--- src/sv/prpd_pkg.sv ---
// Shared types and constants for the pulse rate peak detector.
// Used by the controller, the datapath and the top level.
`default_nettype none

package prpd_pkg;

	localparam int CFG_IDX_W = 2;
	localparam int CFG_DATA_W = 16;
	localparam int MID_W = 12;
	localparam int CNT_W = 16;
	localparam int RATE_W = 16;

	localparam logic [CFG_IDX_W-1:0] CFG_MID_LEVEL = 2'd0;
	localparam logic [CFG_IDX_W-1:0] CFG_CONFIRM_COUNT = 2'd1;
	localparam logic [CFG_IDX_W-1:0] CFG_RATE_NUMERATOR = 2'd2;

	localparam logic [MID_W-1:0] MID_LEVEL_RST = 12'd2048;
	localparam logic [CNT_W-1:0] CONFIRM_COUNT_RST = 16'd40;
	localparam logic [RATE_W-1:0] RATE_NUMERATOR_RST = 16'd12000;

	// controller -> datapath
	typedef struct packed {
		logic load;
		logic start_smooth;
		logic eval;
		logic start_rate;
		logic emit;
	} prpd_cmd_t;

	// datapath -> controller
	typedef struct packed {
		logic div_done;
		logic beat;
		logic out_free;
	} prpd_sts_t;

	typedef enum logic [4:0] {
		ST_IDLE   = 5'b00001,
		ST_SMOOTH = 5'b00010,
		ST_EVAL   = 5'b00100,
		ST_WAIT_R = 5'b01000,
		ST_EMIT   = 5'b10000
	} prpd_state_t;

endpackage

`default_nettype wire

--- src/sv/prpd_div.sv ---
// Restoring unsigned divider, one quotient bit per cycle.
// Standalone; used for the beat rate division.
`default_nettype none

module prpd_div #(
	parameter int DW = 16
) (
	input  wire logic          clk,
	input  wire logic          arst_n,
	input  wire logic          start,
	input  wire logic [DW-1:0] dividend,
	input  wire logic [DW-1:0] divisor,
	output logic               done,
	output logic [DW-1:0]      quotient
);

	localparam int CW = $clog2(DW + 1);

	logic [DW-1:0] rem_q;
	logic [DW-1:0] quo_q;
	logic [DW-1:0] dvs_q;
	logic [CW-1:0] cnt_q;
	logic          busy_q;
	logic          done_q;
	logic [DW:0]   rem_sh;
	logic          fits;

	assign rem_sh = {rem_q, quo_q[DW-1]};
	assign fits = rem_sh >= {1'b0, dvs_q};

	always_ff @(posedge clk or negedge arst_n) begin
		if (!arst_n) begin
			busy_q <= 1'b0;
			done_q <= 1'b0;
			cnt_q <= '0;
		end else begin
			done_q <= 1'b0;
			if (start) begin
				busy_q <= 1'b1;
				cnt_q <= CW'(DW);
			end else if (busy_q) begin
				cnt_q <= cnt_q - 1'b1;
				if (cnt_q == CW'(1)) begin
					busy_q <= 1'b0;
					done_q <= 1'b1;
				end
			end
		end
	end

	always_ff @(posedge clk) begin
		if (start) begin
			rem_q <= '0;
			quo_q <= dividend;
			dvs_q <= divisor;
		end else if (busy_q) begin
			if (fits) begin
				rem_q <= DW'(rem_sh - {1'b0, dvs_q});
				quo_q <= {quo_q[DW-2:0], 1'b1};
			end else begin
				rem_q <= rem_sh[DW-1:0];
				quo_q <= {quo_q[DW-2:0], 1'b0};
			end
		end
	end

	assign done = done_q;
	assign quotient = quo_q;

endmodule

`default_nettype wire

--- src/sv/prpd_ctrl.sv ---
// Controller state machine for the pulse rate peak detector.
// Depends on prpd_pkg for command, status and state types.
`default_nettype none

module prpd_ctrl (
	input  wire logic                clk,
	input  wire logic                arst_n,
	input  wire logic                sample_valid,
	output logic                     sample_ready,
	input  wire prpd_pkg::prpd_sts_t sts,
	output prpd_pkg::prpd_cmd_t      cmd
);

	import prpd_pkg::*;

	prpd_state_t state_q;
	prpd_state_t state_nxt;

	always_comb begin
		state_nxt = state_q;
		cmd = '0;
		sample_ready = 1'b0;
		case (state_q)
			ST_IDLE: begin
				sample_ready = 1'b1;
				if (sample_valid) begin
					cmd.load = 1'b1;
					state_nxt = ST_SMOOTH;
				end
			end
			ST_SMOOTH: begin
				cmd.start_smooth = 1'b1;
				state_nxt = ST_EVAL;
			end
			ST_EVAL: begin
				cmd.eval = 1'b1;
				if (sts.beat) begin
					cmd.start_rate = 1'b1;
					state_nxt = ST_WAIT_R;
				end else begin
					state_nxt = ST_IDLE;
				end
			end
			ST_WAIT_R: begin
				if (sts.div_done) begin
					state_nxt = ST_EMIT;
				end
			end
			ST_EMIT: begin
				if (sts.out_free) begin
					cmd.emit = 1'b1;
					state_nxt = ST_IDLE;
				end
			end
			default: begin
				state_nxt = ST_IDLE;
			end
		endcase
	end

	always_ff @(posedge clk or negedge arst_n) begin
		if (!arst_n) begin
			state_q <= ST_IDLE;
		end else begin
			state_q <= state_nxt;
		end
	end

endmodule

`default_nettype wire

--- src/sv/prpd_datapath.sv ---
// Datapath: sample ring, running sum, peak tracking, config registers, output register.
// Depends on prpd_pkg and prpd_div.
`default_nettype none

module prpd_datapath #(
	parameter int FILTER_TAPS = 10,
	parameter int SAMPLE_BITS = 12
) (
	input  wire logic                           clk,
	input  wire logic                           arst_n,
	input  wire prpd_pkg::prpd_cmd_t            cmd,
	output prpd_pkg::prpd_sts_t                 sts,
	input  wire logic [SAMPLE_BITS-1:0]         sample,
	input  wire logic                           cfg_we,
	input  wire logic [prpd_pkg::CFG_IDX_W-1:0] cfg_index,
	input  wire logic [prpd_pkg::CFG_DATA_W-1:0] cfg_data,
	output logic                                beat_rate_valid,
	input  wire logic                           beat_rate_ready,
	output logic [prpd_pkg::RATE_W-1:0]         beat_rate
);

	import prpd_pkg::*;

	localparam int TAP_W = $clog2(FILTER_TAPS);
	localparam int SUM_W = SAMPLE_BITS + TAP_W;
	localparam int DW = CNT_W;
	localparam int PEAK_W = (SAMPLE_BITS > MID_W) ? SAMPLE_BITS : MID_W;
	// sum / FILTER_TAPS as (sum * RCP) >> RCP_SH, exact over the whole sum range
	localparam int RCP_SH = SUM_W + TAP_W;
	localparam int RCP_W = SUM_W + 1;
	localparam int PROD_W = SUM_W + RCP_W;
	localparam logic [RCP_W-1:0] RCP = RCP_W'(((64'd1 << RCP_SH) + 64'(FILTER_TAPS)
		- 64'd1) / 64'(FILTER_TAPS));

	logic [SAMPLE_BITS-1:0] ring_q [FILTER_TAPS];
	logic [TAP_W-1:0]       ptr_q;
	logic [SUM_W-1:0]       sum_q;
	logic [CNT_W-1:0]       elapsed_q;
	logic [PEAK_W-1:0]      peak_q;
	logic [CNT_W-1:0]       pos_q;
	logic [CNT_W-1:0]       drop_q;
	logic                   conf_q;
	logic [MID_W-1:0]       mid_q;
	logic [CNT_W-1:0]       confirm_q;
	logic [RATE_W-1:0]      rnum_q;
	logic                   out_valid_q;
	logic [RATE_W-1:0]      beat_rate_q;
	logic [PEAK_W-1:0]      smooth_q;

	logic                   div_start;
	logic [DW-1:0]          div_a;
	logic [DW-1:0]          div_b;
	logic                   div_done;
	logic [DW-1:0]          div_quo;

	logic [PROD_W-1:0]      smooth_prod;
	logic [PEAK_W-1:0]      smooth_val;
	logic [PEAK_W-1:0]      mid_ext;
	logic                   new_peak;
	logic                   is_low;
	logic [CNT_W-1:0]       drop_inc;
	logic                   beat;

	assign div_start = cmd.start_rate;
	assign div_a = DW'(rnum_q);
	assign div_b = DW'(pos_q);

	prpd_div #(.DW(DW)) u_div (
		.clk      (clk),
		.arst_n   (arst_n),
		.start    (div_start),
		.dividend (div_a),
		.divisor  (div_b),
		.done     (div_done),
		.quotient (div_quo)
	);

	assign smooth_prod = PROD_W'(sum_q) * PROD_W'(RCP);

	always_ff @(posedge clk or negedge arst_n) begin
		if (!arst_n) begin
			smooth_q <= '0;
		end else if (cmd.start_smooth) begin
			smooth_q <= PEAK_W'(smooth_prod[PROD_W-1:RCP_SH]);
		end
	end

	assign smooth_val = smooth_q;
	assign mid_ext = PEAK_W'(mid_q);
	assign new_peak = smooth_val > peak_q;
	assign is_low = smooth_val < mid_ext;
	assign drop_inc = (drop_q == {CNT_W{1'b1}}) ? drop_q : drop_q + 1'b1;
	assign beat = !new_peak && is_low && !conf_q && (drop_inc >= confirm_q);

	assign sts.div_done = div_done;
	assign sts.beat = beat;
	assign sts.out_free = !out_valid_q || beat_rate_ready;

	always_ff @(posedge clk or negedge arst_n) begin
		if (!arst_n) begin
			mid_q <= MID_LEVEL_RST;
			confirm_q <= CONFIRM_COUNT_RST;
			rnum_q <= RATE_NUMERATOR_RST;
		end else if (cfg_we) begin
			case (cfg_index)
				CFG_MID_LEVEL:      mid_q <= cfg_data[MID_W-1:0];
				CFG_CONFIRM_COUNT:  confirm_q <= cfg_data[CNT_W-1:0];
				CFG_RATE_NUMERATOR: rnum_q <= cfg_data[RATE_W-1:0];
				default: ;
			endcase
		end
	end

	always_ff @(posedge clk or negedge arst_n) begin
		if (!arst_n) begin
			for (int i = 0; i < FILTER_TAPS; i++) begin
				ring_q[i] <= '0;
			end
			ptr_q <= '0;
			sum_q <= '0;
		end else if (cmd.load) begin
			ring_q[ptr_q] <= sample;
			sum_q <= sum_q - SUM_W'(ring_q[ptr_q]) + SUM_W'(sample);
			ptr_q <= (ptr_q == TAP_W'(FILTER_TAPS - 1)) ? '0 : ptr_q + 1'b1;
		end
	end

	always_ff @(posedge clk or negedge arst_n) begin
		if (!arst_n) begin
			elapsed_q <= '0;
			peak_q <= '0;
			pos_q <= '0;
			drop_q <= '0;
			conf_q <= 1'b0;
		end else if (cmd.load) begin
			elapsed_q <= elapsed_q + 1'b1;
		end else if (cmd.eval) begin
			if (new_peak) begin
				peak_q <= smooth_val;
				pos_q <= elapsed_q;
				conf_q <= 1'b0;
				drop_q <= '0;
			end else if (is_low) begin
				if (beat) begin
					elapsed_q <= elapsed_q - pos_q;
					peak_q <= mid_ext;
					conf_q <= 1'b1;
					drop_q <= '0;
				end else begin
					drop_q <= drop_inc;
				end
			end
		end
	end

	always_ff @(posedge clk or negedge arst_n) begin
		if (!arst_n) begin
			out_valid_q <= 1'b0;
		end else if (cmd.emit) begin
			out_valid_q <= 1'b1;
		end else if (beat_rate_ready) begin
			out_valid_q <= 1'b0;
		end
	end

	always_ff @(posedge clk) begin
		if (cmd.emit) begin
			beat_rate_q <= div_quo[RATE_W-1:0];
		end
	end

	assign beat_rate_valid = out_valid_q;
	assign beat_rate = beat_rate_q;

endmodule

`default_nettype wire

--- src/sv/pulse_rate_peak_detector.sv ---
// Top level of the pulse rate peak detector: controller plus datapath.
// Depends on prpd_pkg, prpd_ctrl, prpd_datapath and prpd_div.
`default_nettype none

// Takes one raw sensor sample per transfer, smooths it over the last FILTER_TAPS
// samples and tracks the peak; on a confirmed peak it emits one beat_rate transfer.
// The division by the tap count is a reciprocal multiply; the beat rate uses a
// restoring divider, one bit per cycle over 16 bits. A sample that confirms no beat
// passes through transfer, smooth and evaluate; one that confirms a beat then
// waits for the rate division and the hand-off to the output register, plus any
// wait for the previous result to be taken. Input stalls on a held result only
// when a new beat is ready before that result leaves. Configuration writes take
// effect at once and are meant for an idle block.

module pulse_rate_peak_detector #(
	parameter int FILTER_TAPS = 10,
	parameter int SAMPLE_BITS = 12
) (
	input  wire logic                            clk,
	input  wire logic                            arst_n,
	input  wire logic                            sample_valid,
	output logic                                 sample_ready,
	input  wire logic [SAMPLE_BITS-1:0]          sample,
	output logic                                 beat_rate_valid,
	input  wire logic                            beat_rate_ready,
	output logic [prpd_pkg::RATE_W-1:0]          beat_rate,
	input  wire logic                            cfg_we,
	input  wire logic [prpd_pkg::CFG_IDX_W-1:0]  cfg_index,
	input  wire logic [prpd_pkg::CFG_DATA_W-1:0] cfg_data
);

	import prpd_pkg::*;

	prpd_cmd_t cmd;
	prpd_sts_t sts;

	prpd_ctrl u_ctrl (
		.clk          (clk),
		.arst_n       (arst_n),
		.sample_valid (sample_valid),
		.sample_ready (sample_ready),
		.sts          (sts),
		.cmd          (cmd)
	);

	prpd_datapath #(
		.FILTER_TAPS (FILTER_TAPS),
		.SAMPLE_BITS (SAMPLE_BITS)
	) u_dp (
		.clk             (clk),
		.arst_n          (arst_n),
		.cmd             (cmd),
		.sts             (sts),
		.sample          (sample),
		.cfg_we          (cfg_we),
		.cfg_index       (cfg_index),
		.cfg_data        (cfg_data),
		.beat_rate_valid (beat_rate_valid),
		.beat_rate_ready (beat_rate_ready),
		.beat_rate       (beat_rate)
	);

endmodule

`default_nettype wire

--- config.mk ---
export PLATFORM = sky130hd
export DESIGN_NAME = pulse_rate_peak_detector
export DESIGN_NICKNAME = d
export VERILOG_FILES = /design/src/sv/prpd_pkg.sv /design/src/sv/prpd_div.sv /design/src/sv/prpd_ctrl.sv /design/src/sv/prpd_datapath.sv /design/src/sv/pulse_rate_peak_detector.sv
export SDC_FILE = /design/constraint.sdc
export NUM_CORES = 1
export LEC_CHECK = 0
export BUFFER_PORTS_ARGS = -buffer_cell sky130_fd_sc_hd__buf_2
export CORE_MARGIN = 2
export CORE_UTILIZATION = 40
export CTS_CLUSTER_SIZE = 40
export DETAILED_ROUTE_END_ITERATION = 8
export GPL_TIMING_DRIVEN = 1
export HOLD_SLACK_MARGIN = 0.02
export PLACE_DENSITY = 0.59
export SYNTH_ARGS = -nofsm -noshare
export SYNTH_HDL_FRONTEND = slang
export SYNTH_HIERARCHICAL = 1
export SYNTH_SLANG_ARGS = --single-unit
--- constraint.sdc ---
create_clock -name clk -period 10.45 [get_ports clk]
set_clock_uncertainty 0.15 [all_clocks]
set_input_delay 3.135 -clock clk [delete_from_list [all_inputs] [get_ports clk]]
set_output_delay 3.135 -clock clk [all_outputs]
set_load 0.02 [all_outputs]
[Word level (Yosys, flattened, before mapping)]
Cells that the tools add are included.
Cells by class
  mux-type cells: 49
  divide/modulo/power cells: 0
  bitwise logic cells: 2
  shift operators: 0
  equality and inequality tests: 14
  multiply operators: 1
  add/subtract/negate cells: 8
  reductions and logical operators: 24
  order comparisons: 6
Operators with widths (number)
  $mux W16: 12
  $bwmux W120: 1
  $mux W12: 6
  $bmux W12 S4: 1
  $demux W12 S4: 1
  $add A16 B1 Y16 const B: 2
  $sub A16 B16 Y16: 2
  $mul A16 B16 Y31 const B: 1
  $mux W5: 5
  $pmux W5 S5: 1
  $mux W1: 19
  $ge A17 B16 Y1: 1
  $add A16 B12 Y16: 1
  $eq A16 B16 Y1 const B: 1
  $ge A16 B16 Y1: 1
  $sub A16 B12 Y16: 1
  $reduce_bool A2 Y1: 7
  $gt A12 B12 Y1: 1
  $lt A12 B12 Y1: 1
  $eq A5 B1 Y1 const B: 2
  $reduce_and A3 Y1: 3
  $mux W4: 2
  $reduce_and A4 Y1: 2
  $ne A2 B2 Y1 const B: 3
  20 further kinds: 27
Word-level totals
  memories kept: 0
  memory bits (read-only): 0
  register bits: 334
  input port bits: 35
  latch bits: 0
  output and inout bits: 18
  RAM bits: 0

[Depth between registers and ports, before layout]
  depth after elaboration: 10
  gate-level depth with buffers: 22
  gate-level depth less buffers: 21

[By module]
Netlist, hierarchy kept.
Modules (own cells, without submodules)
  prpd_datapath: area an instance 18824.3 sq um, cells an instance 1792, instances 1, seq. area each 6949.2 sq um
  prpd_div: area an instance 2956.6 sq um, cells an instance 279, instances 1, seq. area each 1456.4 sq um
  prpd_ctrl: area an instance 315.3 sq um, cells an instance 33, instances 1, seq. area each 126.4 sq um

[Least setup slack after synthesis]
No wires, ideal clock.
  kind: input port to flip-flop
  start: input port sample[1]
  end: register u_dp.sum_q[15]
  library setup time: 124 ps
  slack: 4334 ps
  required time: 10176 ps
  data arrival time: 5842 ps
  cell stages on the path: 12
  cells stage by stage: inv_1 fa_1 inv_1 ha_1 a211oi_1 o21bai_1 a311o_1 a211o_1 a31oi_1 o21ai_0 mux2i_1 a211o_1
Between the ends
  longest elaborated chain between the ends: 1
RTL lines
  from (decl): line pulse_rate_peak_detector.sv:23  | input wire logic [SAMPLE_BITS-1:0] sample,
  $add A16 B12 Y16: line prpd_datapath.sv:123  | sum_q <= sum_q - SUM_W'(ring_q[ptr_q]) + SUM_W'(sample);
  to (signal assigned): line prpd_datapath.sv:123
  to (decl): line prpd_datapath.sv:37  | logic [SUM_W-1:0] sum_q;
Every way passes these cells.
A chain may end at the register's enable or synchronous reset.

==> flow_metrics.py <==
metrics = {
    "status": {
        "status": "finished, final reports clean",
    },
    "run": {
        "cap_violations": 0,
    },
    "worst_setup_path": {
        "crit_arrival_ns": 6.59,
        "cp.required_ns": 10.68,
        "critPathCaptureType": "flip-flop",
        "critPathLaunchType": "input pin",
        "setup.worst_path.class": "input pin to flip-flop",
        "path_max_fanout": 52,
    },
    "timing": {
        "tightestPinTransition_ns": 1.16,
        "finalCritPeriodShare_pct": 60.8,
        "timing.final.crit_period_ns": 6.36,
        "max_freq_mhz": 157,
        "finalSetupViolCount": 0,
        "grt_setup_unrepaired": "no",
        "final_hold_viol_count": 0,
        "maxSlewHeadroom_pct": 22.5,
        "drv_slew": 0,
        "tns_ns": 0,
        "whs_ns": 0.289,
    },
    "routing": {
        "avgRoutedWirePerCell_um": 16.8,
        "drtIter0Drc": 887,
        "postRouteAntennaNets": 0,
        "drtPass1Iterations": 7,
        "drc": 0,
        "routed_via_density": 5.21,
        "routed_wl_um": 48200,
        "vias": 15000,
    },
    "yosys": {
        "synth_top_cell_area_share_pct": 29.3,
        "syn_inst": 2104,
        "yosys-top-cells-area": "dfrtp_1 29%, ha_1 12%, fa_1 8.4%, edfxtp_1 6.5%, mux2_2 6.5%",
        "ys_seq_elements": 334,
        "synth_area_um2": 22100,
        "synth_edf_count": 48,
        "syn_nets": 2447,
        "synthArstFlopShare_pct": 80.8,
        "yosysTopAreaCell": "dfrtp_1",
        "ys_seq_area_share_pct": 38.6,
        "ys_top_cells_by_count": "300 x inv_1, 259 x dfrtp_1, 215 x ha_1",
        "yosysMostFrequentCell": "inv_1",
        "synth_cell_types": 88,
        "ys_warn_count": 6,
        "synth_area_per_cell_um2": 10.5,
        "synth_flop_cell": "dfrtp_1",
    },
    "cells_and_area": {
        "nFillCells": 5163,
        "drive_gt1_share_pct": 14.9,
        "stdcell_count": 2874,
        "areaGrowthSynthToFinish_pct": 10.5,
        "nets": 2482,
        "post-route-util_pct": 44.5,
    },
    "clock_network": {
        "cts_resized": 0,
        "clock-sinks": 334,
        "cts_setup_buffers": 0,
        "insertion_delay_ns": 0.58,
        "hold_buffers": 0,
        "numCtsBuffers": 39,
        "clkTransAtPathRegs_ns": 0.06,
        "cts_tree": "built",
        "clk_path_buf_depth": 3,
        "cts_htree_levels": 2,
        "cts_root_buffer": "clkbuf_16",
    },
    "global_route": {
        "grt-ovfl-total": 0,
        "grt_pass1_vias": 15600,
        "grt_max_degree": 173,
        "antenna_found_initial": 1,
        "grt_pass1_wl_um": 80900,
        "globalRouteTotalUtil_pct": 17.5,
    },
    "die": {
        "io_pins": 53,
        "die_area_um2": 57100,
        "core_um2": 54900,
        "die_y_um": 239,
        "num_rows": 86,
        "initial_core_util_pct": 40.3,
        "die_width_um": 239,
    },
    "place": {
        "place.port_buffers": 52,
        "dpl.cell_count": 2802,
        "place_congestion": 0.873,
        "dp_hpwl_um": 34800,
    },
    "min_path": {
        "hp-class": "flip-flop to flip-flop",
    },
}
-- flip-flops by register name, indices dropped and copies added (netlist names), 4 cells and up --
signal               cells
u_dp/smooth_q           12
u_dp/div_b              16
u_dp/ring_q            120
u_dp/div_a              16
u_dp/u_div/dvs_q        16
u_dp/beat_rate          16
u_dp/drop_q             16
u_dp/u_div/cnt_q         5
u_dp/u_div/rem_q        16
u_dp/mid_ext            12
u_dp/sum_q              16
u_dp/peak_q             12
u_dp/u_div/quotient     16
u_ctrl/state_q           5
u_dp/confirm_q          16
u_dp/elapsed_q          16
u_dp/ptr_q               4
-- cell families after synthesis --
group | synth area share (%)
xor gates and xnor gates | 3.25
AOI/OAI and AO/OA | 10.7
buffers and inverters | 6.57
adders and majority gates | 20.6
muxes | 10.5
and+or+nand+nor | 9.80
DFF | 38.6
-- critical path, stage by stage --
cell and delay [ns]:
buf_2 0.10, and2_2 0.13, buf_4 0.46, clkinv_1 0.41
nand2_1 0.14, ha_1 0.18, inv_1 0.06, fa_1 0.40
nor2b_1 0.13, o21ai_0 0.11, a21boi_0 0.18, o21ai_0 0.15
a2111o_1 0.42, a31oi_1 0.25, mux2i_1 0.22, a31oi_1 0.09
-- final timing paths --
kind | start | end | slack (ns) | cells past startpoint
max in group asynchronous | arst_n | u_dp/ring_q[19] | 6.19 | 2
min reg2reg | u_dp/u_div/quotient[14] | u_dp/beat_rate[14] | 0.29 | 0
max reg2reg | u_dp/sum_q[14] | u_dp/smooth_q[8] | 4.26 | 21
min in group asynchronous | arst_n | u_dp/confirm_q[8] | 2.42 | 1
max | sample_valid | u_dp/elapsed_q[14] | 4.09 | 16
min | u_dp/u_div/quotient[14] | u_dp/beat_rate[14] | 0.29 | 0
-- through the flow --
stage | area [um^2] | setup WS [ns]
2_1_floorplan | 22100 | 4.33
3_3_place_gp | 23100 | 3.61
3_5_place_dp | 23100 | 3.55
4_1_cts | 24400 | 4.13
5_1_grt | 24400 | 3.78
6_report | 24400 | 4.09
-- area by class of cell --
cell class                 instances  area (um^2)  share of cell area [%]
inverter                         303         1140                    4.66
timing repair buffer              63          365                    1.50
clock buffer                      53         1080                    4.42
tap                              704          881                    3.61
sequential                       334         8530                    35.0
multi-input combinational       1398        12100                    49.7
clock inverter                    18          279                    1.14
antenna                            1         2.50                  0.0103
-- placed cells by master, fill, tap and decap left out, drive strengths merged, types with 9 or more instances in the layout --
| cell type | count |
|---|---|
| a211oi | 12 |
| a21o | 17 |
| a21oi | 74 |
| a22oi | 13 |
| a31oi | 23 |
| and2 | 10 |
| and3 | 17 |
| buf | 63 |
| clkbuf | 53 |
| clkinv | 13 |
| dfrtp | 259 |
| dfstp | 11 |
| dfxtp | 16 |
| edfxtp | 48 |
| fa | 93 |
| ha | 215 |
| inv | 302 |
| mux2 | 129 |
| mux2i | 32 |
| mux4 | 24 |
| nand2 | 177 |
| nand2b | 20 |
| nand3 | 27 |
| nand4 | 12 |
| nor2 | 95 |
| nor2b | 16 |
| nor3 | 35 |
| nor4 | 9 |
| o21a | 14 |
| o21ai | 152 |
| or3 | 11 |
| xnor2 | 54 |
| xor2 | 28 |
-- metal layers --
| metal | routed length (um) | vias to the layer above | global-route usage [%] |
|---|---|---|---|
| met5 | 0 | - | 0 |
| met4 | 965 | 0 | 4.70 |
| met3 | 1890 | 65 | 2.69 |
| met2 | 22800 | 254 | 29.1 |
| met1 | 22600 | 7376 | 23.8 |
| li1 | - | 7291 | - |
Power is not shown: default switching activity piles up to over one toggle a cycle in this logic, so the estimate is an artifact.
